$ cat src/rtl/prefix_acl_server_client_check_unit_macros.svh
// Assertion macros shared by the access-list RTL.
`ifndef PREFIX_ACL_SERVER_CLIENT_CHECK_UNIT_MACROS_SVH
`define PREFIX_ACL_SERVER_CLIENT_CHECK_UNIT_MACROS_SVH
`ifndef SYNTHESIS
`define PACL_ASSERT(lbl, prop) \
  lbl: assert property (@(posedge clk) disable iff (!rst_n) prop) \
    else $error("pacl assertion failed");
`define PACL_NEVER(lbl, expr) \
  lbl: assert property (@(posedge clk) disable iff (!rst_n) !(expr)) \
    else $error("pacl forbidden condition");
`else
`define PACL_ASSERT(lbl, prop)
`define PACL_NEVER(lbl, expr)
`endif
`endif

$ cat src/rtl/pacl_pkg.sv
// Types and constants of the prefix access list.
`timescale 1ns / 1ps
package pacl_pkg;

  localparam logic [31:0] LOCALHOST_ADDR = 32'h7F00_0001;

  typedef enum logic [2:0] {
    OUT_LOCALHOST = 3'd0,
    OUT_ALLOWED   = 3'd1,
    OUT_NO_SERVER = 3'd2,
    OUT_DENIED    = 3'd3,
    OUT_WRITTEN   = 3'd4
  } outcome_t;

  typedef enum logic [1:0] {
    OP_WRITE = 2'd0,
    OP_LOCAL = 2'd1,
    OP_CHECK = 2'd2
  } op_t;

  typedef struct packed {
    logic        is_server;
    logic [31:0] address;
    logic [5:0]  prefix;
    logic        has_cookie;
    logic [63:0] cookie;
  } rule_t;

  typedef struct packed {
    op_t         op;
    logic        idx_ok;
    logic [3:0]  idx;
    rule_t       rule;
    logic [31:0] srv;
    logic [31:0] cli;
    logic        rhas;
    logic [63:0] rtok;
  } cmd_t;

  typedef struct packed {
    logic     allowed;
    outcome_t outcome;
  } result_t;

  // leading-ones mask; zero or oversize prefix matches everything
  function automatic logic [31:0] prefix_mask(input logic [5:0] p);
    logic [31:0] m;
    if (p == 6'd0 || p > 6'd32) begin
      m = '0;
    end else begin
      m = ~(32'hFFFF_FFFF >> p);
    end
    return m;
  endfunction

endpackage

$ cat src/rtl/pacl_ram.sv
// Generic single-write, single-read RAM with registered read data.
`timescale 1ns / 1ps
module pacl_ram #(
  parameter int WIDTH = 8,
  parameter int DEPTH = 16,
  localparam int AW = (DEPTH > 1) ? $clog2(DEPTH) : 1
) (
  input  logic             clk,
  input  logic             we,
  input  logic [AW-1:0]    waddr,
  input  logic [WIDTH-1:0] wdata,
  input  logic [AW-1:0]    raddr,
  output logic [WIDTH-1:0] rdata
);

  logic [WIDTH-1:0] mem [DEPTH];

  always_ff @(posedge clk) begin
    if (we) begin
      mem[waddr] <= wdata;
    end
    rdata <= mem[raddr];
  end

endmodule

$ cat src/rtl/pacl_fifo.sv
// Small synchronous queue with full and empty flags.
`timescale 1ns / 1ps
`include "prefix_acl_server_client_check_unit_macros.svh"
module pacl_fifo #(
  parameter int WIDTH = 8,
  parameter int DEPTH = 2
) (
  input  logic             clk,
  input  logic             rst_n,
  input  logic             push,
  input  logic [WIDTH-1:0] wdata,
  output logic             full,
  input  logic             pop,
  output logic [WIDTH-1:0] rdata,
  output logic             empty
);

  localparam int PW = (DEPTH > 1) ? $clog2(DEPTH) : 1;
  localparam int CW = $clog2(DEPTH + 1);

  logic [WIDTH-1:0] mem_r [DEPTH];
  logic [PW-1:0]    wr_ptr_r, rd_ptr_r;
  logic [CW-1:0]    count_r;
  logic             do_push, do_pop;

  assign full    = (count_r == CW'(DEPTH));
  assign empty   = (count_r == '0);
  assign do_push = push && !full;
  assign do_pop  = pop && !empty;
  assign rdata   = mem_r[rd_ptr_r];

  always_ff @(posedge clk) begin
    if (do_push) begin
      mem_r[wr_ptr_r] <= wdata;
    end
  end

  always_ff @(posedge clk) begin
    if (!rst_n) begin
      wr_ptr_r <= '0;
      rd_ptr_r <= '0;
      count_r  <= '0;
    end else begin
      if (do_push) begin
        wr_ptr_r <= (wr_ptr_r == PW'(DEPTH - 1)) ? '0 : wr_ptr_r + 1'b1;
      end
      if (do_pop) begin
        rd_ptr_r <= (rd_ptr_r == PW'(DEPTH - 1)) ? '0 : rd_ptr_r + 1'b1;
      end
      if (do_push && !do_pop) begin
        count_r <= count_r + 1'b1;
      end else if (do_pop && !do_push) begin
        count_r <= count_r - 1'b1;
      end
    end
  end

  `PACL_ASSERT(a_count_range, count_r <= CW'(DEPTH))
  `PACL_ASSERT(a_push_grows, (do_push && !do_pop) |=> !empty)
  `PACL_ASSERT(a_pop_shrinks, (do_pop && !do_push) |=> !full)

endmodule

$ cat src/rtl/pacl_front.sv
// Front end: takes input items, classifies them and queues commands.
`timescale 1ns / 1ps
module pacl_front #(
  parameter int MAX_RULES = 16
) (
  input  logic            in_push,
  output logic            in_full,
  input  logic            in_command,
  input  logic [3:0]      in_rule_index,
  input  logic            in_rule_is_server,
  input  logic [31:0]     in_rule_address,
  input  logic [5:0]      in_rule_prefix,
  input  logic            in_rule_has_cookie,
  input  logic [63:0]     in_rule_cookie,
  input  logic [31:0]     in_server_address,
  input  logic [31:0]     in_client_address,
  input  logic            in_request_has_cookie,
  input  logic [63:0]     in_request_cookie,
  output logic            q_push,
  output pacl_pkg::cmd_t  q_data,
  input  logic            q_full
);

  assign in_full = q_full;
  assign q_push  = in_push && !q_full;

  always_comb begin
    q_data                 = '0;
    q_data.idx             = in_rule_index;
    q_data.idx_ok          = (32'(in_rule_index) < MAX_RULES);
    q_data.rule.is_server  = in_rule_is_server;
    q_data.rule.address    = in_rule_address;
    q_data.rule.prefix     = in_rule_prefix;
    q_data.rule.has_cookie = in_rule_has_cookie;
    q_data.rule.cookie     = in_rule_cookie;
    q_data.srv             = in_server_address;
    q_data.cli             = in_client_address;
    q_data.rhas            = in_request_has_cookie;
    q_data.rtok            = in_request_cookie;
    if (!in_command) begin
      q_data.op = pacl_pkg::OP_WRITE;
    end else if (in_server_address == pacl_pkg::LOCALHOST_ADDR) begin
      q_data.op = pacl_pkg::OP_LOCAL;
    end else begin
      q_data.op = pacl_pkg::OP_CHECK;
    end
  end

endmodule

$ cat src/rtl/pacl_back.sv
// Back end: writes rules and walks the rule table for checks.
`timescale 1ns / 1ps
`include "prefix_acl_server_client_check_unit_macros.svh"
module pacl_back #(
  parameter int MAX_RULES = 16,
  localparam int AW = (MAX_RULES > 1) ? $clog2(MAX_RULES) : 1
) (
  input  logic              clk,
  input  logic              rst_n,
  input  logic [4:0]        rule_count,
  input  pacl_pkg::cmd_t    q_data,
  input  logic              q_empty,
  output logic              q_pop,
  input  logic              res_full,
  output logic              res_push,
  output pacl_pkg::result_t res_data,
  output logic              ram_we,
  output logic [AW-1:0]     ram_waddr,
  output pacl_pkg::rule_t   ram_wdata,
  output logic [AW-1:0]     ram_raddr,
  input  pacl_pkg::rule_t   ram_rdata
);

  localparam int CW = $clog2(MAX_RULES + 1);

  typedef enum logic {S_IDLE, S_WALK} state_t;

  state_t         state_r, state_nxt;
  logic [CW-1:0]  idx_r, idx_nxt;
  logic           srvf_r, srvf_nxt, found_r, found_nxt;
  logic           ok_r, ok_nxt, seen_r, seen_nxt;
  pacl_pkg::cmd_t cmd_r, cmd_nxt;
  logic [CW-1:0]  n_lim;
  logic           cmatch, ceq, srv_hit;
  logic [31:0]    mask;

  assign n_lim = (32'(rule_count) > MAX_RULES) ? CW'(MAX_RULES) : CW'(rule_count);

  assign ram_waddr = AW'(q_data.idx);
  assign ram_wdata = q_data.rule;
  assign mask      = pacl_pkg::prefix_mask(ram_rdata.prefix);
  assign srv_hit   = ((ram_rdata.address ^ cmd_r.srv) & mask) == '0;
  assign cmatch    = !ram_rdata.is_server && (((ram_rdata.address ^ cmd_r.cli) & mask) == '0);
  assign ceq       = (!ram_rdata.has_cookie && !cmd_r.rhas)
                  || (ram_rdata.has_cookie && cmd_r.rhas && ram_rdata.cookie == cmd_r.rtok);

  always_comb begin
    state_nxt = state_r;
    idx_nxt   = idx_r;
    srvf_nxt  = srvf_r;
    found_nxt = found_r;
    ok_nxt    = ok_r;
    seen_nxt  = seen_r;
    cmd_nxt   = cmd_r;
    q_pop     = 1'b0;
    res_push  = 1'b0;
    res_data  = '{allowed: 1'b0, outcome: pacl_pkg::OUT_DENIED};
    ram_we    = 1'b0;
    ram_raddr = AW'(idx_r + 1'b1);
    unique case (state_r)
      S_IDLE: begin
        ram_raddr = '0;
        if (!q_empty && !res_full) begin
          q_pop = 1'b1;
          unique case (q_data.op)
            pacl_pkg::OP_WRITE: begin
              ram_we   = q_data.idx_ok;
              res_push = 1'b1;
              res_data = '{allowed: 1'b0, outcome: pacl_pkg::OUT_WRITTEN};
            end
            pacl_pkg::OP_LOCAL: begin
              res_push = 1'b1;
              res_data = '{allowed: 1'b1, outcome: pacl_pkg::OUT_LOCALHOST};
            end
            pacl_pkg::OP_CHECK: begin
              if (n_lim == '0) begin
                res_push = 1'b1;
              end else begin
                state_nxt = S_WALK;
                idx_nxt   = '0;
                srvf_nxt  = 1'b0;
                found_nxt = 1'b0;
                ok_nxt    = 1'b0;
                seen_nxt  = 1'b0;
                cmd_nxt   = q_data;
              end
            end
            default: begin
              res_push = 1'b1;
            end
          endcase
        end
      end
      S_WALK: begin
        if (res_full) begin
          // keep the current rule on the read port until a result slot frees
          ram_raddr = AW'(idx_r);
        end else if (!ram_rdata.is_server && !srvf_r) begin
          res_push  = 1'b1;
          res_data  = '{allowed: 1'b0, outcome: pacl_pkg::OUT_NO_SERVER};
          state_nxt = S_IDLE;
        end else begin
          srvf_nxt  = srvf_r || (ram_rdata.is_server && srv_hit);
          found_nxt = found_r || cmatch;
          ok_nxt    = ok_r || (found_nxt && ceq);
          // cookie presence counted from the latest matching client rule on
          seen_nxt  = cmatch ? ram_rdata.has_cookie : (seen_r || ram_rdata.has_cookie);
          if (idx_r == n_lim - CW'(1)) begin
            res_push  = 1'b1;
            state_nxt = S_IDLE;
            if (ok_nxt || (found_nxt && !seen_nxt)) begin
              res_data = '{allowed: 1'b1, outcome: pacl_pkg::OUT_ALLOWED};
            end
          end else begin
            idx_nxt = idx_r + 1'b1;
          end
        end
      end
      default: begin
        state_nxt = S_IDLE;
      end
    endcase
  end

  always_ff @(posedge clk) begin
    if (!rst_n) begin
      state_r <= S_IDLE;
      idx_r   <= '0;
      srvf_r  <= 1'b0;
      found_r <= 1'b0;
      ok_r    <= 1'b0;
      seen_r  <= 1'b0;
    end else begin
      state_r <= state_nxt;
      idx_r   <= idx_nxt;
      srvf_r  <= srvf_nxt;
      found_r <= found_nxt;
      ok_r    <= ok_nxt;
      seen_r  <= seen_nxt;
    end
  end

  always_ff @(posedge clk) begin
    cmd_r <= cmd_nxt;
  end

  `PACL_ASSERT(a_walk_in_range, (state_r == S_WALK) |-> (idx_r < n_lim))
  `PACL_NEVER(a_push_when_full, res_push && res_full)
  `PACL_ASSERT(a_walk_holds_queue, (state_r == S_WALK) |-> !q_pop)

endmodule

$ cat src/rtl/prefix_acl_server_client_check_unit.sv
// Top level of the prefix access list with server and client rules.
//
// Input channel (in_*): push an item while full is low. command 0 writes one
// rule at rule_index; command 1 checks server_address, client_address and the
// request cookie against the rules in use.
// Result channel (out_*): while empty is low the oldest result is shown;
// pop takes it. One result per input item, in order.
// Configuration (cfg_*): cfg_data sets the number of rules in use; write it
// only while no item is in flight. cfg_ready is always high.
// The back end takes an item the cycle after its transfer at the earliest;
// a write, a localhost check or a check with no rules in use is in the result
// queue at that same edge; other checks read one rule per cycle on the table's
// read port while the result queue has room, up to the last rule in use (at
// most MAX_RULES). A check may end early at a client rule seen before any
// server match. Command and result queues are two deep; when the receiver
// stalls the result queue fills, the back end stops and then full rises at
// the input. Reset empties both queues and clears the rule count; rule
// entries are undefined until written.
`timescale 1ns / 1ps
module prefix_acl_server_client_check_unit #(
  parameter int MAX_RULES = 16
) (
  input  logic        clk,
  input  logic        rst_n,
  input  logic        in_push,
  output logic        full,
  input  logic        in_command,
  input  logic [3:0]  in_rule_index,
  input  logic        in_rule_is_server,
  input  logic [31:0] in_rule_address,
  input  logic [5:0]  in_rule_prefix,
  input  logic        in_rule_has_cookie,
  input  logic [63:0] in_rule_cookie,
  input  logic [31:0] in_server_address,
  input  logic [31:0] in_client_address,
  input  logic        in_request_has_cookie,
  input  logic [63:0] in_request_cookie,
  output logic        empty,
  input  logic        pop,
  output logic        out_allowed,
  output logic [2:0]  out_outcome,
  input  logic        cfg_valid,
  output logic        cfg_ready,
  input  logic [4:0]  cfg_data
);

  localparam int AW = (MAX_RULES > 1) ? $clog2(MAX_RULES) : 1;
  localparam int CMD_W = $bits(pacl_pkg::cmd_t);
  localparam int RES_W = $bits(pacl_pkg::result_t);
  localparam int RULE_W = $bits(pacl_pkg::rule_t);

  logic [4:0]        rule_count_r;
  logic              q_push, q_full, q_pop, q_empty;
  pacl_pkg::cmd_t    q_wdata;
  logic [CMD_W-1:0]  q_rdata;
  logic              res_push, res_full;
  pacl_pkg::result_t res_wdata;
  logic [RES_W-1:0]  res_rdata;
  pacl_pkg::result_t res_out;
  logic              ram_we;
  logic [AW-1:0]     ram_waddr, ram_raddr;
  pacl_pkg::rule_t   ram_wdata;
  logic [RULE_W-1:0] ram_rdata;

  assign cfg_ready = 1'b1;

  always_ff @(posedge clk) begin
    if (!rst_n) begin
      rule_count_r <= '0;
    end else if (cfg_valid && cfg_ready) begin
      rule_count_r <= cfg_data;
    end
  end

  pacl_front #(.MAX_RULES(MAX_RULES)) u_front (
    .in_push               (in_push),
    .in_full               (full),
    .in_command            (in_command),
    .in_rule_index         (in_rule_index),
    .in_rule_is_server     (in_rule_is_server),
    .in_rule_address       (in_rule_address),
    .in_rule_prefix        (in_rule_prefix),
    .in_rule_has_cookie    (in_rule_has_cookie),
    .in_rule_cookie        (in_rule_cookie),
    .in_server_address     (in_server_address),
    .in_client_address     (in_client_address),
    .in_request_has_cookie (in_request_has_cookie),
    .in_request_cookie     (in_request_cookie),
    .q_push                (q_push),
    .q_data                (q_wdata),
    .q_full                (q_full)
  );

  pacl_fifo #(.WIDTH(CMD_W), .DEPTH(2)) u_cmd_q (
    .clk   (clk),
    .rst_n (rst_n),
    .push  (q_push),
    .wdata (q_wdata),
    .full  (q_full),
    .pop   (q_pop),
    .rdata (q_rdata),
    .empty (q_empty)
  );

  pacl_ram #(.WIDTH(RULE_W), .DEPTH(MAX_RULES)) u_rules (
    .clk   (clk),
    .we    (ram_we),
    .waddr (ram_waddr),
    .wdata (ram_wdata),
    .raddr (ram_raddr),
    .rdata (ram_rdata)
  );

  pacl_back #(.MAX_RULES(MAX_RULES)) u_back (
    .clk        (clk),
    .rst_n      (rst_n),
    .rule_count (rule_count_r),
    .q_data     (pacl_pkg::cmd_t'(q_rdata)),
    .q_empty    (q_empty),
    .q_pop      (q_pop),
    .res_full   (res_full),
    .res_push   (res_push),
    .res_data   (res_wdata),
    .ram_we     (ram_we),
    .ram_waddr  (ram_waddr),
    .ram_wdata  (ram_wdata),
    .ram_raddr  (ram_raddr),
    .ram_rdata  (pacl_pkg::rule_t'(ram_rdata))
  );

  pacl_fifo #(.WIDTH(RES_W), .DEPTH(2)) u_res_q (
    .clk   (clk),
    .rst_n (rst_n),
    .push  (res_push),
    .wdata (res_wdata),
    .full  (res_full),
    .pop   (pop),
    .rdata (res_rdata),
    .empty (empty)
  );

  assign res_out     = pacl_pkg::result_t'(res_rdata);
  assign out_allowed = res_out.allowed;
  assign out_outcome = res_out.outcome;

endmodule
$ cat config.mk
export PLATFORM = sky130hd
export DESIGN_NAME = prefix_acl_server_client_check_unit
export DESIGN_NICKNAME = d
export VERILOG_FILES = /design/src/rtl/pacl_pkg.sv /design/src/rtl/pacl_ram.sv /design/src/rtl/pacl_fifo.sv /design/src/rtl/pacl_front.sv /design/src/rtl/pacl_back.sv /design/src/rtl/prefix_acl_server_client_check_unit.sv
export VERILOG_INCLUDE_DIRS = /design/src /design/src/rtl
export SDC_FILE = /design/constraint.sdc
export NUM_CORES = 2
export LEC_CHECK = 0
export ABC_AREA = 1
export BUFFER_PORTS_ARGS = -buffer_cell sky130_fd_sc_hd__buf_2
export CAP_MARGIN = 25
export CORE_MARGIN = 5
export CORE_UTILIZATION = 40
export DETAILED_ROUTE_END_ITERATION = 8
export SETUP_SLACK_MARGIN = 0.5
export SLEW_MARGIN = 30
export SYNTH_ARGS = -nofsm -noshare
export SYNTH_HDL_FRONTEND = slang
export SYNTH_HIERARCHICAL = 1
export SYNTH_SLANG_ARGS = --single-unit
$ cat constraint.sdc
create_clock -name clk -period 15.9 [get_ports clk]
set_input_delay 3.975 -clock clk [delete_from_list [all_inputs] [get_ports clk]]
set_output_delay 3.975 -clock clk [all_outputs]
set_load 0.01 [all_outputs]
**Word-level counts from Yosys, hierarchy flattened**

Memory sizes are Yosys's and may differ from the RTL's. A register that Yosys moved wholly into a read port is not among the register bits.
Cells that the tools add are included.
Widths: inputs -> output; s select.

- Add/subtract/negate cells: 10
- $mul: 0
- Div/mod/pow operators: 0
- $lt $le $gt $ge: 2
- Equality and inequality tests: 13
- Shift operators: 1
- Muxes and demuxes: 73
- Bitwise operators: 7
- Reductions and logical operators: 50

Operators by type and width:

| kind | number |
|---|---|
| $and 32x32->32 | 2 |
| $eq 64x64->1 | 1 |
| $logic_not 32->1 | 2 |
| $xor 32x32->32 | 2 |
| $mux 1 | 43 |
| $mux 5 | 7 |
| $eq 32x31->1 const B | 1 |
| $mux 32 | 1 |
| $not 32->32 | 1 |
| $shr 32x6->32 const A | 1 |
| $mux 4 | 6 |
| $pmux 4 s2 | 3 |
| $logic_and 1x1->1 | 18 |
| $logic_not 1->1 | 13 |
| $mux 2 | 6 |
| $pmux 1 s2 | 6 |
| $ne 2x2->1 const B | 5 |
| $pmux 5 s2 | 1 |
| $logic_or 1x1->1 | 7 |
| $eq 2x2->1 const B | 3 |
| $gt 6x6->1 const B | 1 |
| $logic_not 2->1 | 3 |
| $logic_not 6->1 | 1 |
| $reduce_and 6->1 | 1 |
| 14 further kinds | 21 |

- Register bits after elaboration: 152
- Bits in latches: 0
- Bits in writable memories: 2150
- Bits in read-only memories: 0
- Bits of input ports: 248
- Output and inout port bits: 7
- Word-level logic and storage cells: 176
- Memories: 3

Memories:

| memory | depth | width | rd ports | clocked after memory_dff | wr ports | RTL line | RTL |
|---|---|---|---|---|---|---|---|
| u_rules.mem | 16 | 104 | 1 | 1 | 1 | pacl_ram.sv:16 | `logic [WIDTH-1:0] mem [DEPTH];` |
| u_cmd_q.mem_r | 2 | 239 | 1 | 1 | 1 | pacl_fifo.sv:21 | `logic [WIDTH-1:0] mem_r [DEPTH];` |
| u_res_q.mem_r | 2 | 4 | 1 | 1 | 1 | pacl_fifo.sv:21 |  |

**Longest topological paths before layout**

- Depth after elaboration: 15
- Gate-level depth with buffers: 22
- Depth with buffers taken out: 22

**Hierarchy**

Netlist, hierarchy kept.

Modules (own cells, without submodules):

| module | times used | cells an instance | area each (um^2) | sequential area each (um^2) |
|---|---|---|---|---|
| pacl_ram | 1 | 6824 | 73180.2 | 52049.9 |
| pacl_fifo at u_cmd_q | 1 | 785 | 18580.3 | 14513.9 |
| pacl_back | 1 | 832 | 7991.4 | 4073.9 |
| pacl_front | 1 | 315 | 2082.0 | 0.0 |
| pacl_fifo at u_res_q | 1 | 50 | 540.5 | 340.3 |
| prefix_acl_server_client_check_unit | 1 | 33 | 216.5 | 100.1 |

**Worst setup path after synthesis**

Ideal clock, no wire load.

- Path kind: input-to-reg
- Start: input in_push
- End: memory u_cmd_q/mem_r[0][0] (netlist bit), enable pin
- Setup time: 0.846 ns
- Arrival time: 14.166 ns
- Data required time: 15.054 ns
- Slack: 0.887 ns
- Cell stages on the path: 4
- Buffers on the path: 0
- Cells stage by stage: inv_1 > nor2_1 > o21ai_0 > nor2_1

- Cells in the longest elaborated chain, start to end: 4

RTL lines:

| element | RTL line | RTL |
|---|---|---|
| from (decl) | prefix_acl_server_client_check_unit.sv:25 | `input logic in_push,` |
| $logic_and 1x1->1 | pacl_front.sv:25 | `assign q_push = in_push && !q_full;` |
| net q_push | prefix_acl_server_client_check_unit.sv:53 | `logic q_push, q_full, q_pop, q_empty;` |
| $logic_and 1x1->1 | pacl_fifo.sv:28 | `assign do_push = push && !full;` |
| $mux 1 | pacl_fifo.sv:33 | `if (do_push) begin` |
| $mux 1 (not written as such) | pacl_fifo.sv:34 | `mem_r[wr_ptr_r] <= wdata;` |
| to (decl) | pacl_fifo.sv:21 |  |

The timed path passes the listed nets, and every way through them passes these cells.

**Worst setup path in the final report**

- Start: input in_push
- End: memory u_cmd_q/mem_r[0][128] (netlist bit), enable pin

Same word-level chain as after synthesis.

==> impl_metrics.toml <==
[synthesis]
yosysTopAreaCell = "edfxtp_1"
synth_enable_flop_cells = 2281
postSynth.topFlopCell = "edfxtp_1"
synth_area_per_cell_um2 = 11.61
synth_seq_cells = 2410
synthMostInstantiatedCell = "nand2_1"
synth-seq-area-share_pct = 69.28
netlist-cell-type-count = 45
netlist_top_cells_area = "edfxtp_1, nand2_1, nand3_1, inv_1, buf_4"
share_of_yosys_cell_area_claimed_by_the_top_area_cell_type_pct = 66.77
async_reset_ff_share_pct = 0
synth.cell_area_um2 = 102600
yosys-top-cells-count = "nand2_1, edfxtp_1, inv_1"
mappedNetlistNets = 9092
synth_cells = 8839
ys.warnings.count = 6

[timing]
min_period_over_period_pct = 38.75
timing_max_transition_violations_final = 0
max_clock_freq_mhz = 162.3
setup-violations-final = 0
tightestPinTransition_ns = 1.060
final.setup_skew_ns = 0.07469
slew_headroom_pct = 29.32
tns_ns = 0
timing.final.hold_violations = 0
grt_setup_unrepaired = "false"
finalWorstSetupSlack_ns = 9.739
finalCriticalPeriod_ns = 6.161

[critical_path]
critPathTopFamily = "buffers and inverters"
crit_chain = "buf_2 > inv_1 > nor2_1 > o21ai_0 > nor2_4 > buf_4 > buf_4 > buf_4"
r2r_setup_slack_ns = 9.88
critPathRequiredTime_ns = 16.42
critical_path.n_buffers_inverters = 5
worstPathMaxFanout = 70
timing.rr.end = "u_rules/rdata[44]"
slowest_stage = "buf_4"
critical_path_cell_count = 8
timing.rr.start = "u_res_q/count_r[1]"
worstSetupEndpointType = "flop"
critical_path_class = "input port to flop"
critical_path.most_common_cell = "buf_4"
worstSetupStartpointType = "input port"
cp.arrival_ns = 6.68
r2r.worst_path.cells = 14
max_stage_delay_ns = 0.81

[final_layout]
multiInputGateArea_um2 = 21460
nFillCells = 23060
synthToLayoutAreaGrowth_pct = 9.943
regArea_um2 = 71080
fin_nets = 8981
final_layout_size_suffix_gt1_share_pct = 11.33

[clock_network]
sink_count_of_the_clock_tree = 2410
post_cts_hold_buffer_count = 0
clk_pin_slew_worst_paths_ns = 0.06
clock_latency_at_the_later_pin_of_the_worst_skew_pair_ns = 0.95
clockRootBuffer = "clkbuf_16"
cts.path.max_buffers = 4
post-cts-setup-buffers = 0
cts_tree = "yes"
clock_tree.htree_level_count = 5
cts-buffers-inserted = 276
post_cts_resized = 0

[hold_path]
min_path_type = "flop to flop"
hp-start = "u_back/found_r"
timing.hold.worst_path_depth = 2
endpoint_with_the_worst_hold_slack = "u_back/found_r"

[global_route]
largest_net_degree_at_the_start_of_global_routing = 223
antenna_violations_before_repair = 24
gr-total-overflow = 0
grt.total_usage_pct = 18.27
first_pass_grt_wire_length_um = 369400
first_global_vias = 59180

[floorplanning]
die_area_um2 = 266700
die_x_extent_um = 516.4
initial_core_util_pct = 40.08
dieHeight_um = 516.4
num_rows = 186
design.portCount = 255
core-area_um2 = 256000

[place]
placement.io_buffers = 253
gp_congestion = 0.8648
dp_hpwl_um = 129800
dp_slack_ns = 8.722

[routing]
drt.antenna.violating_nets = 0
routed_wirelength_um = 247800
post_drt_via_cell_ratio = 4.912
vias = 60500
detailed_route_drc_error_count = 0
drt-initial-drc-count = 5080
detail_route.first_pass.iterations = 6
wl_per_cell_um = 20.12

[pwr]
power_density_cells_nw_per_um2 = 154.7
vdd_drop_max_mv = 0.1206
total_leakage_power_nw = 45.47

[run_status]
run_status = "finished, final reports clean"

[run]
drv_cap = 0
==> stage by stage <==
stage	hold WS [ns]	utilization, %	power (W)	instance area, um2	std cells
2_1_floorplan	0.4271	-	0.01092	102600	8839
3_3_place_gp	0.4354	40.64	0.01147	104000	11830
3_5_place_dp	0.4482	40.65	0.01155	104100	11830
4_1_cts	0.4565	44.02	0.01763	112700	12310
5_1_grt	0.4919	44.05	0.01824	112800	12310
6_report	0.4587	44.06	0.01745	112800	12320
==> where the power goes <==
part           internal [W]  switching (W)
clock network       0.00365        0.00241
registers           0.00805       0.000255
logic              0.000976        0.00212
==> registers in the layout, summed over array words and instances (netlist names), 2 cells and up, named ones only <==
register	cells
u_rules/rdata	104
u_res_q/count_r	2
u_cmd_q/count_r	2
rule_count_r	5
u_res_q/mem_r	8
u_back/idx_r	5
u_cmd_q/mem_r	480
u_back/cmd_r	129
u_rules/mem	1664
==> placed cells by master (no fill, tap or decap), drive strengths merged, types with 42 or more instances in the layout <==
cell type,instances
xor2,66
dfxtp,129
edfxtp,2281
clkinv,66
nor2,141
nand3,1303
clkbuf,384
mux2,244
nand2,2390
inv,1379
o21ai,42
buf,345
==> area by class of cell <==
type                            count  share of cell area [%]
Sequential cell                  2410                   63.02
Multi-Input combinational cell   4320                   19.02
Clock buffer                      384                   6.830
Inverter                         1375                   4.607
Tap cell                         3384                   3.754
Timing Repair Buffer              345                   1.934
Clock inverter                     92                  0.8131
Antenna cell                        8                 0.01775
==> kinds of logic (layout without fill, tap and decap cells) <==
kind of cell	count (synthesis)	in the layout	synth area share, %
compound gates	69	69	0.3683
xor+xnor	95	95	0.8110
fa+ha+maj	5	5	0.06098
buf+inv	2109	2196	9.958
flops	2410	2410	69.28
mux	244	244	3.410
other cells	2	10	0.007320
simple gates	3905	3905	16.10
==> per-layer routing <==
metal | GRT usage, % | share of wire (%)
met1 | 23.76 | 42
met2 | 31.12 | 49
met3 | 3.381 | 6.4
met4 | 5.582 | 3.0
met5 | 0 | 0.057
==> worst reg2reg max path, cell delays in order (launching register included) <==
cell,delay (ns)
dfxtp_1,0.38
inv_2,0.07
nor2_1,0.44
nand2_1,0.35
a22oi_2,0.23
buf_4,0.60
buf_4,0.73
buf_4,0.72
buf_4,0.94
buf_4,0.87
nand2_1,0.16
nand3_1,0.12
nand3_1,0.11
nand3_1,0.14
nand2_1,0.07
==> worst max path at each step <==
stage / from / end / slack (ns)
CTS: in_push / u_cmd_q/mem_r[0][128] / 9.71
floorplan: in_push / u_cmd_q/mem_r[0][0] / 0.89
finish: in_push / u_cmd_q/mem_r[0][128] / 9.74
global route: u_res_q/count_r[1] / u_rules/rdata[44] / 9.43
detailed placement: in_push / u_cmd_q/mem_r[0][120] / 8.72
global placement: in_push / u_cmd_q/mem_r[0][123] / 8.76
No activity file was read; power rests on OpenSTA's default activity.
